File: src/rtl/itp_pkg.sv
// Shared types, codes and character tables of the infix to postfix converter.
`timescale 1ns / 1ps

package itp_pkg;

    // Stack entry codes
    typedef enum logic [2:0] {
        CODE_OPEN = 3'd0,
        CODE_ADD  = 3'd1,
        CODE_SUB  = 3'd2,
        CODE_MUL  = 3'd3,
        CODE_DIV  = 3'd4,
        CODE_POW  = 3'd5
    } op_code_t;

    // Error codes carried on a result beat
    typedef enum logic [1:0] {
        ERR_NONE      = 2'd0,
        ERR_UNMATCHED = 2'd1,
        ERR_INVALID   = 2'd2,
        ERR_OVERFLOW  = 2'd3
    } err_t;

    localparam logic [7:0] CH_ADD   = 8'h2B;
    localparam logic [7:0] CH_SUB   = 8'h2D;
    localparam logic [7:0] CH_MUL   = 8'h2A;
    localparam logic [7:0] CH_DIV   = 8'h2F;
    localparam logic [7:0] CH_POW   = 8'h5E;
    localparam logic [7:0] CH_OPEN  = 8'h28;
    localparam logic [7:0] CH_CLOSE = 8'h29;

    // Result beat held between the sequencer and the output register
    typedef struct packed {
        logic [7:0] ch;
        logic       ch_valid;
        err_t       err;
    } result_t;

    function automatic logic is_letter(input logic [7:0] c);
        return ((c >= 8'h61) && (c <= 8'h7A)) || ((c >= 8'h41) && (c <= 8'h5A));
    endfunction

    // Map an operator character to its code; CODE_OPEN means not an operator
    function automatic op_code_t char_code(input logic [7:0] c);
        op_code_t code;
        case (c)
            CH_ADD:  code = CODE_ADD;
            CH_SUB:  code = CODE_SUB;
            CH_MUL:  code = CODE_MUL;
            CH_DIV:  code = CODE_DIV;
            CH_POW:  code = CODE_POW;
            default: code = CODE_OPEN;
        endcase
        return code;
    endfunction

    function automatic logic [7:0] code_char(input logic [2:0] code);
        logic [7:0] c;
        case (code)
            CODE_OPEN: c = CH_OPEN;
            CODE_ADD:  c = CH_ADD;
            CODE_SUB:  c = CH_SUB;
            CODE_MUL:  c = CH_MUL;
            CODE_DIV:  c = CH_DIV;
            CODE_POW:  c = CH_POW;
            default:   c = 8'h00;
        endcase
        return c;
    endfunction

    // Precedence; an open paren ranks 0 so that it acts as a barrier
    function automatic logic [1:0] code_prec(input logic [2:0] code);
        logic [1:0] p;
        case (code)
            CODE_ADD, CODE_SUB: p = 2'd1;
            CODE_MUL, CODE_DIV: p = 2'd2;
            CODE_POW:           p = 2'd3;
            default:            p = 2'd0;
        endcase
        return p;
    endfunction

endpackage

File: src/rtl/itp_ram.sv
// Generic single-port-write, single-port-read RAM with registered read data.
`timescale 1ns / 1ps

module itp_ram #(
    parameter int WIDTH = 8,
    parameter int DEPTH = 32
) (
    input  logic                     clk,
    input  logic                     we,
    input  logic [$clog2(DEPTH)-1:0] waddr,
    input  logic [WIDTH-1:0]         wdata,
    input  logic [$clog2(DEPTH)-1:0] raddr,
    output logic [WIDTH-1:0]         rdata
);

    logic [WIDTH-1:0] mem [DEPTH];
    logic [WIDTH-1:0] rdata_reg;

    // Write and registered read
    always_ff @(posedge clk)
    begin
        if (we)
        begin
            mem[waddr] <= wdata;
        end
        rdata_reg <= mem[raddr];
    end

    assign rdata = rdata_reg;

endmodule

File: src/rtl/infix_to_postfix_converter_core.sv
// Infix to postfix converter: shunting-yard sequencer around an operator stack RAM.
//
//   channel  | handshake              | payload
//   ---------+------------------------+-------------------------------------
//   src      | src_valid / src_stall  | cmd, char_in
//   dst      | dst_valid / dst_stall  | char_out, out_valid, last, error
//
// An open paren is pushed directly; a letter, a bad character or an open paren on a full
// stack gives a held result. An operator, close paren or end runs the pop loop, in which
// each pop but the one that empties the stack waits on the RAM read of the new top, as does
// a matched close that leaves entries below its paren. One item at a time; src_stall is high
// until it is done, and its last result is held back so that last can be set on it.
// Reset empties the stack (count only) and the output register; the RAM is not cleared.
// dst_stall holds the sequencer only when a result has to move and the output is full.
`timescale 1ns / 1ps

module infix_to_postfix_converter_core #(
    parameter int STACK_DEPTH = 32
) (
    input  logic       clk,
    input  logic       rst_n,
    input  logic       src_valid,
    output logic       src_stall,
    input  logic       cmd,
    input  logic [7:0] char_in,
    output logic       dst_valid,
    input  logic       dst_stall,
    output logic [7:0] char_out,
    output logic       out_valid,
    output logic       last,
    output logic [1:0] error
);

    localparam int AW = $clog2(STACK_DEPTH);
    localparam int CW = $clog2(STACK_DEPTH + 1);

    typedef enum logic [1:0] {
        S_IDLE,
        S_LOOP,
        S_WAIT,
        S_FIN
    } state_t;

    typedef enum logic [1:0] {
        K_END,
        K_CLOSE,
        K_OP,
        K_DONE
    } kind_t;

    state_t              state_reg, state_next;
    kind_t               kind_reg, kind_next;
    logic [CW-1:0]       count_reg, count_next;
    logic [2:0]          top_reg, top_next;
    logic [2:0]          code_reg, code_next;
    logic                pend_vld_reg, pend_vld_next;
    itp_pkg::result_t    pend_reg, pend_next;
    logic                dst_valid_reg, dst_valid_next;
    itp_pkg::result_t    out_reg, out_next;
    logic                last_reg, last_next;

    logic                ram_we;
    logic [AW-1:0]       ram_waddr;
    logic [2:0]          ram_wdata;
    logic [AW-1:0]       ram_raddr;
    logic [2:0]          ram_rdata;

    logic                out_free;
    logic                can_emit;
    logic                accept;
    logic                do_pop;
    logic                full;
    logic [CW-1:0]       count_dec2;
    itp_pkg::op_code_t   in_code;
    itp_pkg::result_t    res_new;

    itp_ram #(
        .WIDTH(3),
        .DEPTH(STACK_DEPTH)
    ) u_stack (
        .clk  (clk),
        .we   (ram_we),
        .waddr(ram_waddr),
        .wdata(ram_wdata),
        .raddr(ram_raddr),
        .rdata(ram_rdata)
    );

    assign src_stall  = (state_reg != S_IDLE);
    assign accept     = src_valid && !src_stall;
    assign out_free   = !dst_valid_reg || !dst_stall;
    assign can_emit   = !pend_vld_reg || out_free;
    assign full       = (count_reg == CW'(STACK_DEPTH));
    assign count_dec2 = count_reg - CW'(2);
    assign in_code    = itp_pkg::char_code(char_in);
    assign ram_waddr  = count_reg[AW-1:0];
    assign ram_raddr  = count_dec2[AW-1:0];

    // Pop on end; on close, to its paren; on operator, while the top outranks or matches
    always_comb
    begin
        do_pop = 1'b0;
        if (count_reg != '0)
        begin
            case (kind_reg)
                K_END:   do_pop = 1'b1;
                K_CLOSE: do_pop = (top_reg != itp_pkg::CODE_OPEN);
                K_OP:    do_pop = (itp_pkg::code_prec(code_reg)
                                   <= itp_pkg::code_prec(top_reg))
                                  && (top_reg != itp_pkg::CODE_OPEN);
                default: do_pop = 1'b0;
            endcase
        end
    end

    // Sequencer: decode, pop loop, push, then release the held result with last
    always_comb
    begin
        state_next     = state_reg;
        kind_next      = kind_reg;
        count_next     = count_reg;
        top_next       = top_reg;
        code_next      = code_reg;
        pend_vld_next  = pend_vld_reg;
        pend_next      = pend_reg;
        dst_valid_next = dst_valid_reg;
        out_next       = out_reg;
        last_next      = last_reg;
        ram_we         = 1'b0;
        ram_wdata      = itp_pkg::CODE_OPEN;
        res_new        = '{ch: 8'h00, ch_valid: 1'b0, err: itp_pkg::ERR_NONE};

        // Drop a beat the sink has taken
        if (dst_valid_reg && !dst_stall)
        begin
            dst_valid_next = 1'b0;
        end

        case (state_reg)
            S_IDLE:
            begin
                if (accept)
                begin
                    code_next = in_code;
                    if (cmd)
                    begin
                        kind_next  = K_END;
                        state_next = S_LOOP;
                    end
                    else if (itp_pkg::is_letter(char_in))
                    begin
                        pend_next     = '{ch: char_in, ch_valid: 1'b1,
                                          err: itp_pkg::ERR_NONE};
                        pend_vld_next = 1'b1;
                        state_next    = S_FIN;
                    end
                    else if (char_in == itp_pkg::CH_OPEN)
                    begin
                        if (full)
                        begin
                            pend_next     = '{ch: 8'h00, ch_valid: 1'b0,
                                              err: itp_pkg::ERR_OVERFLOW};
                            pend_vld_next = 1'b1;
                            state_next    = S_FIN;
                        end
                        else
                        begin
                            ram_we     = 1'b1;
                            ram_wdata  = itp_pkg::CODE_OPEN;
                            top_next   = itp_pkg::CODE_OPEN;
                            count_next = count_reg + CW'(1);
                        end
                    end
                    else if (char_in == itp_pkg::CH_CLOSE)
                    begin
                        kind_next  = K_CLOSE;
                        state_next = S_LOOP;
                    end
                    else if (in_code != itp_pkg::CODE_OPEN)
                    begin
                        kind_next  = K_OP;
                        state_next = S_LOOP;
                    end
                    else
                    begin
                        pend_next     = '{ch: 8'h00, ch_valid: 1'b0,
                                          err: itp_pkg::ERR_INVALID};
                        pend_vld_next = 1'b1;
                        state_next    = S_FIN;
                    end
                end
            end

            S_LOOP:
            begin
                if (do_pop)
                begin
                    res_new = '{ch: itp_pkg::code_char(top_reg), ch_valid: 1'b1,
                                err: itp_pkg::ERR_NONE};
                end
                else if (kind_reg == K_END)
                begin
                    res_new = '{ch: 8'h00, ch_valid: 1'b0, err: itp_pkg::ERR_NONE};
                end
                else if (kind_reg == K_CLOSE)
                begin
                    res_new = '{ch: 8'h00, ch_valid: 1'b0, err: itp_pkg::ERR_UNMATCHED};
                end
                else
                begin
                    res_new = '{ch: 8'h00, ch_valid: 1'b0, err: itp_pkg::ERR_OVERFLOW};
                end

                if (do_pop)
                begin
                    // Emit the top, drop it and fetch the entry below
                    if (can_emit)
                    begin
                        if (pend_vld_reg)
                        begin
                            dst_valid_next = 1'b1;
                            out_next       = pend_reg;
                            last_next      = 1'b0;
                        end
                        pend_next     = res_new;
                        pend_vld_next = 1'b1;
                        count_next    = count_reg - CW'(1);
                        state_next    = (count_reg >= CW'(2)) ? S_WAIT : S_LOOP;
                    end
                end
                else if (kind_reg == K_DONE)
                begin
                    state_next = S_FIN;
                end
                else if (kind_reg == K_CLOSE && count_reg != '0)
                begin
                    // Discard the matching open paren
                    count_next = count_reg - CW'(1);
                    kind_next  = K_DONE;
                    state_next = (count_reg >= CW'(2)) ? S_WAIT : S_FIN;
                end
                else if (kind_reg == K_OP && !full)
                begin
                    // Push the operator
                    ram_we     = 1'b1;
                    ram_wdata  = code_reg;
                    top_next   = code_reg;
                    count_next = count_reg + CW'(1);
                    state_next = S_FIN;
                end
                else if (kind_reg == K_END && pend_vld_reg)
                begin
                    state_next = S_FIN;
                end
                else
                begin
                    // Empty end marker, unmatched close or overflow result
                    if (can_emit)
                    begin
                        if (pend_vld_reg)
                        begin
                            dst_valid_next = 1'b1;
                            out_next       = pend_reg;
                            last_next      = 1'b0;
                        end
                        pend_next     = res_new;
                        pend_vld_next = 1'b1;
                        state_next    = S_FIN;
                    end
                end
            end

            S_WAIT:
            begin
                // Take the new top from the RAM
                top_next   = ram_rdata;
                state_next = S_LOOP;
            end

            S_FIN:
            begin
                // Release the held result marked last
                if (!pend_vld_reg)
                begin
                    state_next = S_IDLE;
                end
                else if (out_free)
                begin
                    dst_valid_next = 1'b1;
                    out_next       = pend_reg;
                    last_next      = 1'b1;
                    pend_vld_next  = 1'b0;
                    state_next     = S_IDLE;
                end
            end

            default:
            begin
                state_next = S_IDLE;
            end
        endcase
    end

    // Hold state, stack count, payload and registered outputs
    always_ff @(posedge clk or negedge rst_n)
    begin
        if (!rst_n)
        begin
            state_reg     <= S_IDLE;
            kind_reg      <= K_END;
            count_reg     <= '0;
            top_reg       <= itp_pkg::CODE_OPEN;
            code_reg      <= itp_pkg::CODE_OPEN;
            pend_vld_reg  <= 1'b0;
            pend_reg      <= '0;
            dst_valid_reg <= 1'b0;
            out_reg       <= '0;
            last_reg      <= 1'b0;
        end
        else
        begin
            state_reg     <= state_next;
            kind_reg      <= kind_next;
            count_reg     <= count_next;
            top_reg       <= top_next;
            code_reg      <= code_next;
            pend_vld_reg  <= pend_vld_next;
            pend_reg      <= pend_next;
            dst_valid_reg <= dst_valid_next;
            out_reg       <= out_next;
            last_reg      <= last_next;
        end
    end

    assign dst_valid = dst_valid_reg;
    assign char_out  = out_reg.ch;
    assign out_valid = out_reg.ch_valid;
    assign last      = last_reg;
    assign error     = out_reg.err;

`ifndef SYNTHESIS
    a_count_bound: assert property (@(posedge clk) disable iff (!rst_n)
        count_reg <= CW'(STACK_DEPTH))
        else $error("stack count beyond depth");

    a_idle_no_pending: assert property (@(posedge clk) disable iff (!rst_n)
        state_reg == S_IDLE |-> !pend_vld_reg)
        else $error("held result left over between items");

    a_error_no_char: assert property (@(posedge clk) disable iff (!rst_n)
        dst_valid && error != itp_pkg::ERR_NONE |-> !out_valid && last)
        else $error("error beat carries a character or is not last");

    a_wait_after_pop: assert property (@(posedge clk) disable iff (!rst_n)
        state_reg == S_WAIT |-> $past(state_reg) == S_LOOP)
        else $error("RAM wait entered outside the pop loop");
`endif

endmodule
File: config.mk
export PLATFORM = sky130hd
export DESIGN_NAME = infix_to_postfix_converter_core
export DESIGN_NICKNAME = d
export VERILOG_FILES = /design/src/rtl/itp_pkg.sv /design/src/rtl/itp_ram.sv /design/src/rtl/infix_to_postfix_converter_core.sv
export SDC_FILE = /design/constraint.sdc
export NUM_CORES = 1
export LEC_CHECK = 0
export BUFFER_PORTS_ARGS = -buffer_cell sky130_fd_sc_hd__buf_4
export CAP_MARGIN = 20
export CORE_MARGIN = 10
export CORE_UTILIZATION = 55
export DETAILED_ROUTE_END_ITERATION = 8
export GPL_TIMING_DRIVEN = 0
export PLACE_DENSITY = 0.75
export SLEW_MARGIN = 20
export SYNTH_ARGS = -nofsm -noshare
export SYNTH_HDL_FRONTEND = slang
export SYNTH_HIERARCHICAL = 1
export SYNTH_SLANG_ARGS = --single-unit
File: constraint.sdc
create_clock -name clk -period 3.5 [get_ports clk]
set_clock_uncertainty 0.15 [all_clocks]
set_input_delay 0.35 -clock clk [delete_from_list [all_inputs] [get_ports clk]]
set_output_delay 0.35 -clock clk [all_outputs]
set_load 0.02 [all_outputs]
==> run_results.csv, run 1 <==
group,metric,value,unit
timing,holdWs,0.0572,ns
worst_setup_path,worstSetupEndpointType,"register",
cells_and_area,layout_commonest_cell,"edfxtp_1",
yosys,yosys_warnings,6,
worst_setup_path,crit_family,"simple AND/OR/NAND/NOR gates",
timing,final_max_slew_viol_count,0,
global_routing,grt_pass1_wl,25800,µm
detailed_routing,ant_nets,0,
yosys,synth_nets,556,
cells_and_area,fin_nets,612,
die,dieArea,17700,µm²
clocking,cts_sinks,140,
pwr,leakage,2.73,nW
global_routing,grt_start_max_net_pins,42,
cells_and_area,area_growth,16.4,%
detailed_routing,wl_per_cell,20.9,µm
die,initial_core_util,0.558,
place,port_buffers,25,
yosys,yosysTopAreaCellShare,0.411,
yosys,avgSynthCellArea,13.2,µm²
place,postPlaceCellArea,7460,µm²
pwr,ir_drop,676,µV
detailed_routing,dr_total_vias,4796,
run,cap_violations,0,
timing,hold_violations,0,
die,num_rows,41,
yosys,yosys-top-cells-area,"edfxtp_1 (41%), dfrtp_1 (15%), mux4_2 (9.3%), nor2_1 (2.5%), ha_1 (2.3%)",
clocking,h-tree-depth,4,
die,die_w,133,µm
clocking,path_clk_slew,0.06,ns
yosys,async_flop_share,0.293,
detailed_routing,drc,0,
worst_setup_path,critPathKind,"register to register",
cells_and_area,drive_gt1_frac,0.284,
yosys,netlist_instances,530,
detailed_routing,routed_wl,16100,µm
global_routing,grt_antenna_before_repair,0,
global_routing,grt_pass1_vias,4903,
global_routing,globalRouteOverflowTotal,0,
cells_and_area,final_cell_mix,"edfxtp_1 (96), dfrtp_1 (40), buf_4 (36), mux4_2 (29), nor2_1 (25)",
yosys,netlist_area,7020,µm²
place,hpwl,11000,µm
worst_setup_path,worstPathCellList,"buf_2 > nor2b_2 > a21oi_1 > ha_1 > nand2_1 > o211ai_1 > buf_4 > a21oi_4 > o21ai_2 > nor2_1 > a31o_2 > or3b_4 > nor2_2",
detailed_routing,drt-pass1-iter-count,5,
worst_setup_path,worst-path-buf-inv,2,
clocking,root_buffer,"clkbuf_16",
timing,fin_crit,3.40,ns
yosys,ys_ff_latch,140,
global_routing,grt_usage,0.185,
clocking,cts_tree,"done",
yosys,synth_top_flop_cell,"edfxtp_1",
die,core,12600,µm²
min_path,hp-class,"input port to register",
worst_setup_path,critPathMaxFanout,9,
cells_and_area,design_area,8170,µm²
timing,slew_headroom,0.421,
worst_setup_path,critPathLaunchType,"register",
yosys,yosysTopAreaCell,"edfxtp_1",
place,gp_routability_congestion,0.949,
cells_and_area,largest_reg_flops,96,
worst_setup_path,critPathMaxStageDelay,0.51,ns
timing,worst_slew_pin_slew,0.861,ns
worst_setup_path,required,3.46,ns
clocking,numCtsBuffers,17,
pwr,powerDensity,850,nW/µm²
yosys,synth-edff-count,96,
timing,fmax,294,MHz
yosys,synth.yosys.seq_area_share,0.566,
detailed_routing,drt_iter0_drc,474,
clocking,clk_latency,0.42,ns
timing,setup_viol,0,
run_status,status,"complete, no violations",
detailed_routing,avgViaCountPerCell,6.22,
die,num_io_pins,27,
worst_setup_path,cp.arrival,3.35,ns
cells_and_area,antennaDiodeCount,0,
yosys,ys_types,71,
timing,finalCritPeriodShare,0.970,
die,die_h,133,µm
worst_setup_path,critPathSlowestCell,"or3b_4",
clocking,cts_buffer_depth,2,
==> layer usage <==
metal,routed length (µm),global-route usage,up-vias
met2,8390,0.317,208
met1,6410,0.215,2374
met4,356,0.0733,0
met3,993,0.0526,30
met5,0,0,-
li1,-,-,2184
==> cells in the mapped netlist, types with 5 or more instances <==
cell type   n
nand2_1    21
inv_1      17
a21oi_1    23
a22o_1      6
and3_1     13
dfrtp_1    41
nor3_1     14
nor2b_1    11
o211ai_1   14
nand4_1    17
mux2i_1     6
mux4_2     29
edfxtp_1   96
nand3_1    19
buf_6       6
ha_1       13
nor2_1     47
mux2_4      7
nand3b_1    5
o21ai_0    11
xor2_1      5
clkbuf_1   20
mux2_2      5
==> per-stage QoR <==
| step | utilization | setup TNS (ns) | power (W) | instances | setup WS (ns) |
|---|---|---|---|---|---|
| finish | 0.650 | 0 | 0.00695 | 771 | 0.104 |
| global route | 0.650 | -0.0230 | 0.00733 | 771 | -0.00588 |
| CTS | 0.643 | 0 | 0.00692 | 766 | 0.00562 |
| detailed placement | 0.594 | -63.03 | 0.00517 | 731 | -0.721 |
| global placement | 0.590 | -155.52 | 0.00508 | 727 | -1.83 |
| floorplan | - | -11.56 | 0.00437 | 530 | -0.181 |
==> layout make-up <==
cell class,instances,area [µm²]
tap,172,215
clock buffer,17,425
multi-input combinational,342,2920
sequential,140,3970
fill,905,4400
buffer,30,165
inverter,17,63.8
timing repair buffer,38,292
clock inverter,15,121
==> path summary, 6_finish.rpt <==
kind | depth (start not counted) | slack, ns | endpoint | startpoint
max reg2reg | 13 | 0.10 | u_stack/mem[16][1] | top_reg[2]
min in group asynchronous | 2 | 0.31 | count_reg[4] | rst_n
max | 13 | 0.10 | u_stack/mem[16][1] | top_reg[2]
max in group asynchronous | 2 | 2.48 | top_reg[1] | rst_n
min | 3 | 0.06 | dst_valid | dst_stall
min reg2reg | 2 | 0.37 | char_out[0] | char_out[0]
==> worst reg2reg max path: cells and delay by family, from the launching register on <==
kind / cells / cell delay [ns]
compound gates: 5 / 0.79
fa+ha+maj: 1 / 0.29
buf+inv: 2 / 0.32
flops: 1 / 0.35
simple gates: 5 / 1.20
==> power by group <==
part	internal, W	switching [W]
logic	0.00125	0.00177
clock network	0.000970	0.000684
registers	0.00200	0.000271
total	0.00422	0.00273
==> kinds of logic (layout without fill, tap and decap cells) <==
group | after synthesis | after routing | synth area share
simple gates | 176 | 176 | 0.141
flops | 140 | 140 | 0.566
compound gates | 93 | 93 | 0.0931
mux | 51 | 51 | 0.133
buf+inv | 48 | 117 | 0.0326
fa+ha+maj | 13 | 13 | 0.0232
xor+xnor | 9 | 9 | 0.0112
==> what timing repair did <==
item,in CTS,in global routing
setup endpoints to repair,147,96
pin swaps,2,1
hold buffers,1,0
resized for setup,16,22
gates cloned,0,0
buffers inserted,3,5
hold endpoints to repair,41,0
Note: power is estimated with default switching activity, not from simulation.
==> run 2: changes to the inputs <==
CORE_ASPECT_RATIO = 1.25   (was unset)
==> run 2 against run 1 <==
Against the previous run:
- sequential share of layout area rose by 0.076 points
- sequential power barely moved
- cell area barely moved
- count of clock-buffer cells in the layout rose by 1
- non-clock buffer count rose by 2
- largest cell class unchanged
- critical path depth fell by 3
- wire length rose by 3.3%
- register-to-register slack got worse by 0.05 ns
- fmax fell by 1.5%
- critical path type unchanged
==> run_results.csv, run 2 (synthesis results as in run 1) <==
group,metric,value,unit
run_status,status,"complete, no violations",
worst_setup_path,critPathMaxFanout,10,
cells_and_area,design_area,8160,µm²
clocking,numCtsBuffers,17,
timing,fmax,290,MHz
timing,finalSetupTns,0,ns
cells_and_area,final_cell_mix,"edfxtp_1 (96), buf_4 (38), dfrtp_1 (37), mux4_2 (29), nor2_1 (28)",
timing,hold_violations,0,
worst_setup_path,critPathSlowestCell,"or3b_4",
cells_and_area,fin_nets,614,
clocking,cts_sinks,140,
global_routing,grt_usage,0.191,
place,placed_cells,727,
die,dieArea,17700,µm²
place,port_buffers,25,
worst_setup_path,cp.depth,10,
cells_and_area,drive_gt1_frac,0.282,
die,initial_core_util,0.557,
die,num_io_pins,27,
detailed_routing,drt_iter0_drc,541,
clocking,clk_latency,0.41,ns
worst_setup_path,critPathLaunchType,"register",
detailed_routing,dr_total_vias,4799,
clocking,path_clk_slew,0.06,ns
clocking,cts_buffer_depth,2,
pwr,p_int,0.00423,W
pwr,comb_power_share,0.435,
die,die_h,146,µm
pwr,powerDensity,857,nW/µm²
detailed_routing,drt-pass1-iter-count,5,
clocking,root_buffer,"clkbuf_16",
global_routing,grt_pass1_wl,26200,µm
worst_setup_path,cp-startpoint,"count_reg[0]",
pwr,ir_drop,484,µV
cells_and_area,area_growth,16.4,%
detailed_routing,drc,0,
global_routing,grt_pass1_vias,4832,
worst_setup_path,worst-path-buf-inv,2,
global_routing,grt_antenna_before_repair,0,
worst_setup_path,required,3.45,ns
clocking,cts_tree,"done",
timing,rsz0062_at_grt,"true",
pwr,leakage,2.73,nW
detailed_routing,avgViaCountPerCell,6.25,
worst_setup_path,critPathKind,"register to register",
timing,slew_headroom,0.396,
detailed_routing,ant_nets,0,
die,core,12600,µm²
detailed_routing,routed_wl,16700,µm
worst_setup_path,worstPathCellList,"inv_1 > ha_1 > or4b_4 > buf_6 > nor2_4 > o21ai_1 > nor2_1 > a31o_2 > or3b_4 > nor2_2",
cells_and_area,antennaDiodeCount,0,
clocking,h-tree-depth,4,
pwr,switching_share,0.395,
die,num_rows,46,
worst_setup_path,worstSetupEndpointType,"register",
pwr,switchingPower,0.00276,W
global_routing,grt_start_max_net_pins,42,
worst_setup_path,cp.arrival,3.40,ns
worst_setup_path,critPathMaxStageDelay,0.52,ns
worst_setup_path,crit_family,"simple AND/OR/NAND/NOR gates",
worst_setup_path,rr_worst_depth,10,
timing,worst_slew_pin_slew,0.899,ns
place,hpwl,11200,µm
run,cap_violations,0,
min_path,hp-class,"input port to register",
pwr,seqPwrFrac,0.325,
cells_and_area,layout.cells.non_filler,768,
worst_setup_path,critPathCapture,"u_stack/mem[8][0]",
place,gp_routability_congestion,0.940,
timing,finalCritPeriodShare,0.985,
worst_setup_path,reg2reg_from,"count_reg[0]",
timing,fin_crit,3.45,ns
die,die_w,121,µm
worst_setup_path,r2r_end,"u_stack/mem[8][0]",
worst_setup_path,rrSetupSlack,0.05,ns
timing,final_max_slew_viol_count,0,
timing,setup_viol,0,
cells_and_area,largest_reg_flops,96,
global_routing,globalRouteOverflowTotal,0,
pwr,clockPowerShare,0.240,
detailed_routing,wl_per_cell,21.7,µm
place,postPlaceCellArea,7460,µm²
cells_and_area,layout_commonest_cell,"edfxtp_1",
[run 2: stage by stage]
step	total power, W	hold WS, ns	setup slack, ns	util
after floorplan	0.00437	-0.0956	-0.181	-
final	0.00699	0.0504	0.0524	0.648
after global placement	0.00507	0.218	-1.76	0.588
after detailed placement	0.00518	0.224	-0.708	0.592
after CTS	0.00696	0.0439	0.0108	0.643
after global routing	0.00738	0.0645	-0.0732	0.648
[run 2: layer usage]
layer | track usage | share of wire | routed length, µm
met2 | 0.343 | 0.53 | 8910
met3 | 0.0463 | 0.061 | 1010
met4 | 0.0695 | 0.032 | 535
met5 | 0 | 0 | 0
met1 | 0.210 | 0.37 | 6210
[run 2: tightest hold or removal path, cell delays in order]
cell and delay (ns):
buf_4 0.10, nand2_1 0.07, nand2_1 0.06
[run 2: worst min-delay path by stage]
stage | from | endpoint | cells after the start
floorplan | rst_n | char_out[0] | 0
global placement | rst_n | state_reg[0] | 1
detailed placement | rst_n | state_reg[1] | 1
CTS | dst_stall | dst_valid | 3
global route | dst_stall | dst_valid | 3
finish | dst_stall | dst_valid | 3
[run 2: layout make-up]
cell class	instances	area, µm²
clock buffer	18	429
timing repair buffer	40	307
clock inverter	13	120
tap	168	210
fill	893	4440
buffer	30	165
multi-input combinational	342	2890
sequential	140	3970
inverter	17	63.8
[run 2: what timing repair did]
item / CTS / global route
setup buffers: 6 / 4
gates resized for setup: 21 / 13
pin swaps: 2 / 2
hold buffers: 1 / 0
endpoints found under the setup margin: 156 / 68
hold endpoints to repair: 41 / 0
[run 2: power groups by stage]
stage | logic [W] | registers, W | clock network (W)
finish | 0.00304 | 0.00228 | 0.00168
global route | 0.00330 | 0.00231 | 0.00177
CTS | 0.00301 | 0.00225 | 0.00169
detailed placement | 0.00289 | 0.00228 | 0
global placement | 0.00280 | 0.00227 | 0
floorplan | 0.00209 | 0.00229 | 0
==> run 3: changes to the inputs <==
GPL_TIMING_DRIVEN = 1   (was 0)
PLACE_DENSITY = 0.72   (was 0.75)
clock period = 3.25 ns   (was 3.5 ns; I/O delays follow)
==> run 3 against run 2 <==
Against the previous run:
- final cell count fell by 2.3%
- largest power group unchanged
- non-clock buffer count is 18 lower
- critical endpoint is now u_stack/mem[2][2]
- die area did not move
- setup slack better by 0.095 ns
- cell area shrank 1.5%
- via count fell by 1.4%
- total power rose by 5.8%
- sequential power increased by 4%
==> run_results.csv, run 3 (synthesis results as in run 1) <==
group,metric,value,unit
detailed_routing,avgViaCountPerCell,6.31,
timing,hold_violations,0,
clocking,root_buffer,"clkbuf_16",
clocking,clk_latency,0.42,ns
worst_setup_path,critPathSlowestCell,"dfrtp_1",
detailed_routing,drt_iter0_drc,427,
detailed_routing,routed_wl,15600,µm
timing,fin_crit,3.10,ns
cells_and_area,area_growth,14.6,%
cells_and_area,antennaDiodeCount,0,
global_routing,grt_pass1_vias,4790,
worst_setup_path,critPathLaunchType,"register",
worst_setup_path,reg2reg_from,"top_reg[0]",
worst_setup_path,cp.arrival,3.04,ns
timing,slew_headroom,0.483,
clocking,cts_buffer_depth,2,
clocking,h-tree-depth,4,
timing,final_max_slew_viol_count,0,
place,placed_cells,718,
detailed_routing,drc,0,
clocking,cts_sinks,140,
die,num_io_pins,27,
global_routing,grt_antenna_before_repair,0,
worst_setup_path,critPathMaxFanout,8,
min_path,hp-class,"input port to register",
timing,rsz0062_at_grt,"true",
pwr,p_total,0.00739,W
detailed_routing,ant_nets,0,
global_routing,grt_usage,0.182,
clocking,cts_tree,"done",
run,cap_violations,0,
timing,finalSetupTns,0,ns
global_routing,globalRouteOverflowTotal,0,
place,postPlaceCellArea,7480,µm²
die,num_rows,46,
run_status,status,"complete, no violations",
pwr,ir_drop,579,µV
worst_setup_path,worstPathCellList,"inv_1 > nand2_1 > o21ai_0 > ha_1 > nand2_1 > o211ai_1 > a21oi_2 > o21ai_1 > nor2_1 > a31o_2 > nand3b_1 > nor2_1",
worst_setup_path,critPathMaxStageDelay,0.47,ns
worst_setup_path,required,3.19,ns
timing,fmax,322,MHz
worst_setup_path,crit_family,"simple AND/OR/NAND/NOR gates",
cells_and_area,design_area,8040,µm²
worst_setup_path,critPathKind,"register to register",
place,hpwl,10700,µm
die,initial_core_util,0.557,
place,port_buffers,26,
die,core,12600,µm²
cells_and_area,final_util,0.638,
detailed_routing,drt-pass1-iter-count,6,
worst_setup_path,worst-path-buf-inv,1,
die,dieArea,17700,µm²
cells_and_area,drive_gt1_frac,0.263,
cells_and_area,layout_commonest_cell,"edfxtp_1",
die,die_h,146,µm
global_routing,grt_pass1_wl,25600,µm
detailed_routing,wl_per_cell,20.8,µm
cells_and_area,fin_nets,596,
worst_setup_path,cp-startpoint,"top_reg[0]",
clocking,cts_setup_buffers,0,
pwr,leakage,2.72,nW
worst_setup_path,worstSetupEndpointType,"register",
place,gp_routability_congestion,0.886,
cells_and_area,layout.cells.non_filler,750,
timing,setup_viol,0,
timing,worst_slew_pin_slew,0.769,ns
clocking,path_clk_slew,0.06,ns
cells_and_area,final_cell_mix,"edfxtp_1 (96), buf_4 (51), dfrtp_1 (41), nor2_1 (38), mux4_2 (29)",
pwr,powerDensity,920,nW/µm²
timing,finalCritPeriodShare,0.955,
die,die_w,121,µm
global_routing,grt_start_max_net_pins,42,
clocking,numCtsBuffers,17,
min_path,min-delay-start,"dst_stall",
detailed_routing,dr_total_vias,4734,
cells_and_area,largest_reg_flops,96,
-- run 3: cell type report --
class,count,area [µm²]
clock buffer,19,433
timing repair buffer,52,393
inverter,17,63.8
clock inverter,12,115
tap,168,210
multi-input combinational,342,2860
sequential,140,3970
fill,914,4560
-- run 3: what timing repair did --
item                                    4_1_cts  5_1_grt
endpoints found under the setup margin        0       45
hold endpoints to repair                     41        0
hold buffers                                  1        0
resized for setup                             0        2
-- run 3: layer usage --
metal / GRT usage / share of wire / vias up
li1: - / - / 2143
met1: 0.209 / 0.38 / 2409
met2: 0.323 / 0.54 / 161
met3: 0.0455 / 0.055 / 21
met4: 0.0580 / 0.016 / 0
met5: 0 / 0 / -
-- run 3: worst register-to-register path: cells and delay by family, from the launching register on --
kind	cells	cell delay [ns]
AOI/OAI and AO/OA	5	0.69
and+or+nand+nor	5	1.08
adders and majority gates	1	0.27
buffers and inverters	1	0.12
DFF	1	0.47
-- run 3: final timing paths --
path,cells past startpoint,slack [ns],endpoint
setup / recovery,12,0.15,u_stack/mem[2][2]
hold / removal,3,0.04,dst_valid
setup reg to reg,12,0.15,u_stack/mem[2][2]
hold reg to reg,2,0.37,char_out[3]
max in group asynchronous,2,2.27,top_reg[0]
min in group asynchronous,2,0.29,dst_valid
-- run 3: stage by stage --
| step | worst slack (ns) | hold slack (ns) |
|---|---|---|
| after floorplan | -0.368 | -0.121 |
| after CTS | 0.116 | 0.0314 |
| after global placement | 0.236 | 0.198 |
| final | 0.148 | 0.0405 |
| after detailed placement | 0.149 | 0.208 |
| after global routing | -0.0507 | 0.0441 |
-- run 3: where the power goes --
group | leakage (nW) | switching (W) | internal [W]
registers | 1.23 | 0.000220 | 0.00215
clock network | 0.262 | 0.000755 | 0.00106
logic | 1.23 | 0.00189 | 0.00132
total | 2.72 | 0.00286 | 0.00453
